[src/rtl/pstk_pkg.sv]
// Shared constants, codes and types of the sorted priority stack.
`default_nettype none
package pstk_pkg;

  localparam int unsigned CAPACITY   = 16;
  localparam int unsigned ELEM_WIDTH = 32;
  localparam int unsigned PRIO_WIDTH = 8;
  localparam int unsigned CNT_WIDTH  = $clog2(CAPACITY + 1);

  typedef enum logic [1:0] {
    ST_OK        = 2'd0,
    ST_POP_EMPTY = 2'd1,
    ST_PUSH_FULL = 2'd2
  } status_e;

  typedef enum logic {
    OP_PUSH = 1'b0,
    OP_POP  = 1'b1
  } op_e;

  // One stored entry.
  typedef struct packed {
    logic [ELEM_WIDTH-1:0] elem;
    logic [PRIO_WIDTH-1:0] prio;
  } entry_t;

  // Operation broadcast to every cell of the chain.
  typedef struct packed {
    logic   push;
    logic   pop;
    entry_t entry;
  } cmd_t;

endpackage
`default_nettype wire

[src/rtl/pstk_cell.sv]
// One cell of the sorted chain: holds an entry and shifts it with its neighbors.
`default_nettype none
module pstk_cell (
  input  wire logic            clk_i,
  input  wire pstk_pkg::cmd_t   cmd_i,
  input  wire logic            occ_i,
  input  wire logic            left_ge_i,
  input  wire pstk_pkg::entry_t left_i,
  input  wire pstk_pkg::entry_t right_i,
  output logic                 ge_o,
  output pstk_pkg::entry_t      entry_o
);
  import pstk_pkg::*;

  entry_t entry_q, entry_d;

  // The cell stays ahead of a new entry only while it holds a strictly higher
  // priority; since the chain is sorted these flags form a prefix.
  assign ge_o = occ_i && (entry_q.prio > cmd_i.entry.prio);

  always_comb begin
    entry_d = entry_q;
    if (cmd_i.push) begin
      if (!ge_o) begin
        entry_d = left_ge_i ? cmd_i.entry : left_i;
      end
    end else if (cmd_i.pop) begin
      entry_d = right_i;
    end
  end

  always_ff @(posedge clk_i) begin
    entry_q <= entry_d;
  end

  assign entry_o = entry_q;

endmodule
`default_nettype wire

[src/rtl/priority_stack_top.sv]
// Top level of the sorted priority stack built as a chain of cells.
`default_nettype none
// Usage:
//   A command word (mode, element, priority) is taken on a rising edge with
//   start_i high and busy_o low. Mode 0 pushes the entry ahead of every entry
//   of equal or lower priority; mode 1 pops the top entry.
//   Every cell of the chain updates in the same cycle, so busy_o stays low and
//   one command is taken every clock cycle.
//   The result word (top element, top priority, count, empty flag, status)
//   appears in the cycle after the command, marked by valid_o for exactly one
//   cycle. The receiver cannot stall; a result must be taken when shown.
//   A push on a full stack or a pop on an empty one is refused with an error
//   status and leaves the contents unchanged.
//   Reset clears the entry count, the result strobe and the status; the cells keep
//   whatever they held and are never read before being written.
module priority_stack_top (
  input  wire logic                            clk_i,
  input  wire logic                            rst_ni,
  input  wire logic                            start_i,
  output logic                                 busy_o,
  input  wire logic                            mode_i,
  input  wire logic [pstk_pkg::ELEM_WIDTH-1:0] elem_in_i,
  input  wire logic [pstk_pkg::PRIO_WIDTH-1:0] prio_in_i,
  output logic                                 valid_o,
  output logic [pstk_pkg::ELEM_WIDTH-1:0]      top_elem_o,
  output logic [pstk_pkg::PRIO_WIDTH-1:0]      top_prio_o,
  output logic [pstk_pkg::CNT_WIDTH-1:0]       entry_count_o,
  output logic                                 is_empty_o,
  output logic [1:0]                           status_o
);
  import pstk_pkg::*;

  logic                 accept;
  logic                 full, empty;
  cmd_t                 cmd;
  status_e              status_d, status_q;
  logic [CNT_WIDTH-1:0] count_d, count_q;
  logic                 valid_q;

  logic   [CAPACITY-1:0] ge;
  logic   [CAPACITY-1:0] occ;
  entry_t                cells [CAPACITY];

  assign busy_o = 1'b0;
  assign accept = start_i && !busy_o;
  assign full   = (count_q == CNT_WIDTH'(CAPACITY));
  assign empty  = (count_q == '0);

  always_comb begin
    cmd.entry.elem = elem_in_i;
    cmd.entry.prio = prio_in_i;
    cmd.push       = 1'b0;
    cmd.pop        = 1'b0;
    status_d       = ST_OK;
    count_d        = count_q;
    if (accept) begin
      if (op_e'(mode_i) == OP_PUSH) begin
        if (full) begin
          status_d = ST_PUSH_FULL;
        end else begin
          cmd.push = 1'b1;
          count_d  = count_q + 1'b1;
        end
      end else begin
        if (empty) begin
          status_d = ST_POP_EMPTY;
        end else begin
          cmd.pop = 1'b1;
          count_d = count_q - 1'b1;
        end
      end
    end
  end

  for (genvar i = 0; i < CAPACITY; i++) begin : g_cell
    entry_t left, right;
    logic   left_ge;

    assign occ[i] = (CNT_WIDTH'(i) < count_q);

    if (i == 0) begin : g_head
      assign left    = cmd.entry;
      assign left_ge = 1'b1;
    end else begin : g_body
      assign left    = cells[i-1];
      assign left_ge = ge[i-1];
    end

    if (i == CAPACITY - 1) begin : g_tail
      assign right = cells[i];
    end else begin : g_mid
      assign right = cells[i+1];
    end

    pstk_cell u_cell (
      .clk_i     (clk_i),
      .cmd_i     (cmd),
      .occ_i     (occ[i]),
      .left_ge_i (left_ge),
      .left_i    (left),
      .right_i   (right),
      .ge_o      (ge[i]),
      .entry_o   (cells[i])
    );
  end

  always_ff @(posedge clk_i or negedge rst_ni) begin
    if (!rst_ni) begin
      count_q  <= '0;
      valid_q  <= 1'b0;
      status_q <= ST_OK;
    end else begin
      count_q <= count_d;
      valid_q <= accept;
      if (accept) begin
        status_q <= status_d;
      end
    end
  end

  assign valid_o       = valid_q;
  assign top_elem_o    = empty ? '0 : cells[0].elem;
  assign top_prio_o    = empty ? '0 : cells[0].prio;
  assign entry_count_o = count_q;
  assign is_empty_o    = empty;
  assign status_o      = status_q;

`ifndef SYNTHESIS
  a_count_bound : assert property (@(posedge clk_i) disable iff (!rst_ni)
    count_q <= CNT_WIDTH'(CAPACITY))
    else $error("entry count exceeds capacity");

  a_strobe_follows : assert property (@(posedge clk_i) disable iff (!rst_ni)
    accept |=> valid_q)
    else $error("result strobe missing after an accepted command");

  a_refused_push : assert property (@(posedge clk_i) disable iff (!rst_ni)
    (valid_q && status_q == ST_PUSH_FULL) |-> full && $stable(count_q))
    else $error("refused push changed the entry count");

  a_refused_pop : assert property (@(posedge clk_i) disable iff (!rst_ni)
    (valid_q && status_q == ST_POP_EMPTY) |-> empty)
    else $error("refused pop on a non-empty stack");
`endif

endmodule
`default_nettype wire

[config.mk]
export PLATFORM = sky130hd
export DESIGN_NAME = priority_stack_top
export DESIGN_NICKNAME = d
export VERILOG_FILES = /design/src/rtl/pstk_pkg.sv /design/src/rtl/pstk_cell.sv /design/src/rtl/priority_stack_top.sv
export SDC_FILE = /design/constraint.sdc
export NUM_CORES = 2
export LEC_CHECK = 0
export BUFFER_PORTS_ARGS = -buffer_cell sky130_fd_sc_hd__buf_2
export CAP_MARGIN = 20
export CORE_MARGIN = 3
export CORE_UTILIZATION = 27
export CTS_CLUSTER_SIZE = 28
export DETAILED_ROUTE_END_ITERATION = 8
export PLACE_DENSITY = 0.48
export SYNTH_ARGS = -nofsm -noshare
export SYNTH_HDL_FRONTEND = slang
export SYNTH_SLANG_ARGS = --single-unit
[constraint.sdc]
create_clock -name clk_i -period 6 [get_ports clk_i]
set_clock_uncertainty 0.05 [all_clocks]
set_input_delay 0.3 -clock clk_i [delete_from_list [all_inputs] [get_ports clk_i]]
set_output_delay 0.3 -clock clk_i [all_outputs]
set_load 0.1 [all_outputs]
# After elaboration in Yosys (flattened, before gate mapping)
# Cells that the tools add are included.
# word_totals
reg_bits	648
input_bits	44
word_cells	196
# classes
add_sub_neg	2
order_cmp	32
n_eq_ne	18
muxes	73
n_bitwise	1
n_reduce_logical	35
# ops
operator	count
40-bit two-way mux	60
8-bit > comparator	16
4-bit by 5-bit < comparator with 1-bit output, first input constant	8
2-bit inequality test, second input constant	17
32-bit two-way mux	1
2-bit AND reduction	16
3-bit by 5-bit < comparator with 1-bit output, first input constant	4
1-bit logical AND	16
5-bit two-way mux	3
1-bit by 5-bit < comparator with 1-bit output, first input constant	2
2-bit by 5-bit < comparator with 1-bit output, first input constant	2
8-bit two-way mux	1
2-bit two-way mux	3
5-bit by 1-bit adder with 5-bit output, second input constant	1
5-bit equality test, second input constant	1
5-bit zero test	1
1-bit two-way mux	5
5-bit by 1-bit subtractor with 5-bit output, second input constant	1
3-bit AND reduction	1
2-bit nonzero test	1
1-bit inverter	1

# Logic depth before layout (Yosys ltp)
# depth
ltp_word	6
depth_mapped	9

# Cells and area by module
# From an unflattened synthesis, not the netlist that was laid out.
# unflattened
cells_unflattened	3402
area_unflattened_um2	38325.5
# by_module_without_submodules
module	instances	cells_per_inst	area_per_inst_um2	seq_area_each_um2
pstk_cell	16	205	2328.5	1201.2
priority_stack_top	1	122	1069.8	200.2

# Worst setup path after synthesis
# Ideal clock, no wire load.
# synth_timing
kind	reg2reg
start	register count_q[1] (netlist: entry_count_o[1])
end	register g_cell[15].u_cell.entry_q (netlist bit g_cell[15].u_cell.entry_o[0]), enable pin
arrival_ns	4.983
t_required_ns	5.463
slack_ns	0.480
path_stages_with_launch	9
path_cell_list	dfrtp_1 inv_1 ha_1 nand3_1 nand3_2 buf_4 buf_2 buf_2 nor3_1
# synth_via
elab_chain_cells	5
# synth_rtl
item	line	source
start, declared	priority_stack_top.sv:37	logic [CNT_WIDTH-1:0] count_d, count_q;
start signal, assigned	priority_stack_top.sv:113	count_q <= count_d;
5-bit equality test	priority_stack_top.sv:46	assign full = (count_q == CNT_WIDTH'(CAPACITY));
1-bit two-way mux	priority_stack_top.sv:58	if (full) begin
1-bit two-way mux	priority_stack_top.sv:57	if (op_e'(mode_i) == OP_PUSH) begin
2-bit two-way mux	priority_stack_top.sv:56	if (accept) begin
2-bit AND reduction (no source line) *	-	
end signal, assigned	pstk_cell.sv:33	entry_q <= entry_d;
end, declared	pstk_cell.sv:15	entry_t entry_q, entry_d;
# Mark *: on every way between the ends. The rest lies on a longest branch, timed or not.
# A chain may end at the register's enable or synchronous reset.

==> qor.txt <==
P&R area growth vs syn -> 11.6%
Reported leakage power -> 0.0139 uW
Wire per inst -> 22.9 um
Final net count -> 3425
# clock sinks -> 648
Post-synth EDFFs -> 640
Top-area cell type share of the netlist area -> 52.5%
Synth unique cells -> 55
Placed cell count -> 4898
Vias in the first global route -> 29.7k
Global route overflow -> 0
Vias per cell -> 5.50
Finished Layout Cells -> 5073
Cell count after synthesis -> 3331
Row count -> 134
Crit. End Element -> flip-flop
Hold Crit Class -> in2reg
Startpoint Class -> input pin
Setup bufs post-CTS -> 0
Final setup fails -> 0
Worst setup margin -> 2.05 ns
Adder-Cell Fraction of Synth Area -> 4.51%
Most frequent CP cell -> o211ai_1
Outcome -> complete, no violations
Worst path bufs/invs -> 4
Worst vdd ir -> 0.000280 V
Top cells by area, synth -> edfxtp_1 52%, o211ai_1 20%, nand2_1 6.8%
Synth warn -> 0
Gpl congestion -> 0.792
Setup TNS -> 0 ns
Slew Limit Fails -> 0
DP HPWL -> 77700 um
1st-pass router iterations -> 5
Largest net degree at the start of global routing -> 191
# diodes -> 0
Vias -> 27.9k
Gr usage total -> 16.1%
Slew HR -> 29.2%
First-pass GRT wire length -> 181000 um
DIE AREA -> 0.140 mm2
Required time of the critical path -> 6.30 ns
Worst path cell trace -> dlygate4sd3_1, buf_2, inv_1, ha_1, a211o_1, o211ai_1, a31o_2, or2_1, buf_4, o211ai_1
Post-Place Setup Slack -> 1.99 ns
Post-synthesis compound-gate area fraction -> 22.3%
PwrDens -> 457 mW/mm2
Clk slew on worst S/H paths -> 0.06 ns
Port buffer count -> 92
Initial drt markers -> 2124
Worst Tran Pin Value -> 1.06 ns
Worst setup path class -> in2reg
Critical Path Max Stage Delay -> 0.74 ns
Ys async rst share -> 1.23%
Crit path DAT -> 4.25 ns
Critical path's top delay family -> buffers and inverters
TritonCTS Buffers -> 75
Synth Area in XOR/XNOR -> 0.143%
Number of synthesized register bits -> 648
Final hold vios -> 0
MaxCap Viol Count -> 0
CP max FO -> 28
Starting density of the core -> 27.3%
Post-synth top area cell -> edfxtp_1
Chip width -> 374 um
Root Driver -> clkbuf_16
Share of layout cells above drive strength 1 -> 11.5%
Post-route DRC violation count -> 0
F_max -> 253 MHz
H-tree Lvls -> 3
Simple-gate share of the synthesized area -> 12.4%
Clock Tree Buf Depth -> 3
Clk Latency, worst-skew pair -> 0.63 ns
Final wirelength -> 116000 um
Minimum clock period -> 3.95 ns
TritonCTS clock tree -> built
Top_reg_cell synth -> edfxtp_1
Mux contribution to synthesized area -> 1.68%
Avg Inst Size Synth -> 11.0 um2
RSZ-0062 raised after global routing -> no
CP max-delay cell -> or2_1
DIE HEIGHT -> 374 um
Fillers -> 14.0k
Final ANT Viol Nets -> 0
Post-Syn Area -> 0.0366 mm2
Net Count, Synth -> 3507
Initial antenna violation count -> 0
Sequential-to-total area share from yosys stat -> 53.0%
Most numerous cell in the Yosys netlist -> o211ai_1
Core Box Area -> 0.134 mm2
Final core utilization -> 30.5%
Largest family of logic cells by synthesized area -> compound AO/OA/AOI/OAI gates
Final period utilization -> 65.9%
Synth cell count leaders -> 954 x o211ai_1, 667 x nand2_1, 640 x edfxtp_1, 184 x nand4_1, 177 x clkbuf_1
Ports -> 94
[worst paths after layout]
check / start / endpoint / slack (ns) / depth (start not counted)
min in group asynchronous: rst_ni / status_o[1] / 0.58 / 3
max in group asynchronous: rst_ni / entry_count_o[1] / 5.07 / 3
max: prio_in_i[5] / g_cell[14].u_cell.entry_o[30] / 2.05 / 10
min: elem_in_i[13] / g_cell[15].u_cell.entry_o[21] / 0.02 / 2
min reg2reg: status_o[0] / status_o[0] / 0.47 / 2
max reg2reg: entry_count_o[1] / g_cell[7].u_cell.entry_o[16] / 2.40 / 8
[metrics by stage]
stage	area, um2	hold WS (ns)	total power, uW
floorplan	36600	-0.0456	12200
global placement	38000	0.0979	14000
detailed placement	38000	0.0999	14100
CTS	40900	0.0102	18800
global route	40900	0.0220	19800
finish	40900	0.0225	18700
[cells in the final DEF, fill, tap and decap left out, drive strengths merged, types with 4 or more instances in the layout]
| cell type | Yosys | routed |
|---|---|---|
| a21oi | 30 | 30 |
| nor2b | 54 | 54 |
| a211oi | 4 | 4 |
| o211ai | 965 | 965 |
| o221ai | 12 | 12 |
| ha | 132 | 132 |
| a21o | 5 | 5 |
| a211o | 12 | 12 |
| o21a | 4 | 4 |
| inv | 41 | 44 |
| clkinv | 0 | 30 |
| buf | 197 | 175 |
| nand4 | 184 | 184 |
| nor2 | 22 | 22 |
| a31o | 12 | 12 |
| dfrtp | 8 | 8 |
| nor3 | 5 | 5 |
| bufinv | 0 | 6 |
| nand3 | 11 | 11 |
| edfxtp | 640 | 640 |
| dlygate4sd3 | 0 | 40 |
| o21ai | 23 | 23 |
| and4 | 8 | 8 |
| clkbuf | 177 | 93 |
| nand2 | 693 | 693 |
| and2 | 5 | 5 |
| mux2 | 40 | 40 |
| a41o | 5 | 5 |
| a31oi | 5 | 5 |
| or2 | 12 | 12 |
[routing by layer]
layer  wire length [um]  up-vias  GRT usage [%]
met1              53600    14274           21.8
met2              56300      547           27.3
met3               3920      141           1.86
li1                   -    12948              -
met5                  0        -              0
met4               2370        0           3.91
[report_power, final]
| group | total, uW | switching [uW] | internal, uW |
|---|---|---|---|
| sequential | 7550 | 824 | 6730 |
| clock | 4660 | 2000 | 2670 |
| combinational | 6490 | 4730 | 1760 |
[flip-flops by register name (all words and copies together) (netlist names)]
name	flops
entry_count_o	5
g_cell.u_cell.entry_o	640
status_o	2
valid_o	1
[worst register-to-register path: cells and delay by family, from the launching register on]
| kind | cells | cell delay, ns |
|---|---|---|
| buf+inv | 4 | 1.27 |
| compound gates | 1 | 0.59 |
| flops | 1 | 0.54 |
| simple gates | 2 | 0.53 |
| fa+ha+maj | 1 | 0.26 |
[repair_timing]
item                                   CTS  global route
resized for setup                        0             0
endpoints found under the hold margin   47             0
hold buffers                            40             0
[cell families after synthesis]
family | count (synthesis)
other cells | 1
fa+ha+maj | 132
simple gates | 999
buf+inv | 415
xor+xnor | 6
mux | 42
compound gates | 1088
flops | 648
[layout make-up]
type / count / area, um2 / area share, %
flip-flops and latches: 648 / 19400 / 47.5
multi-input cells: 2268 / 15100 / 36.9
well taps: 1768 / 2210 / 5.41
clock buffers: 93 / 2030 / 4.96
repair buffers: 215 / 1620 / 3.95
clock inverters: 40 / 374 / 0.915
inverters: 41 / 154 / 0.376
Note: power is estimated with default switching activity, not from simulation.
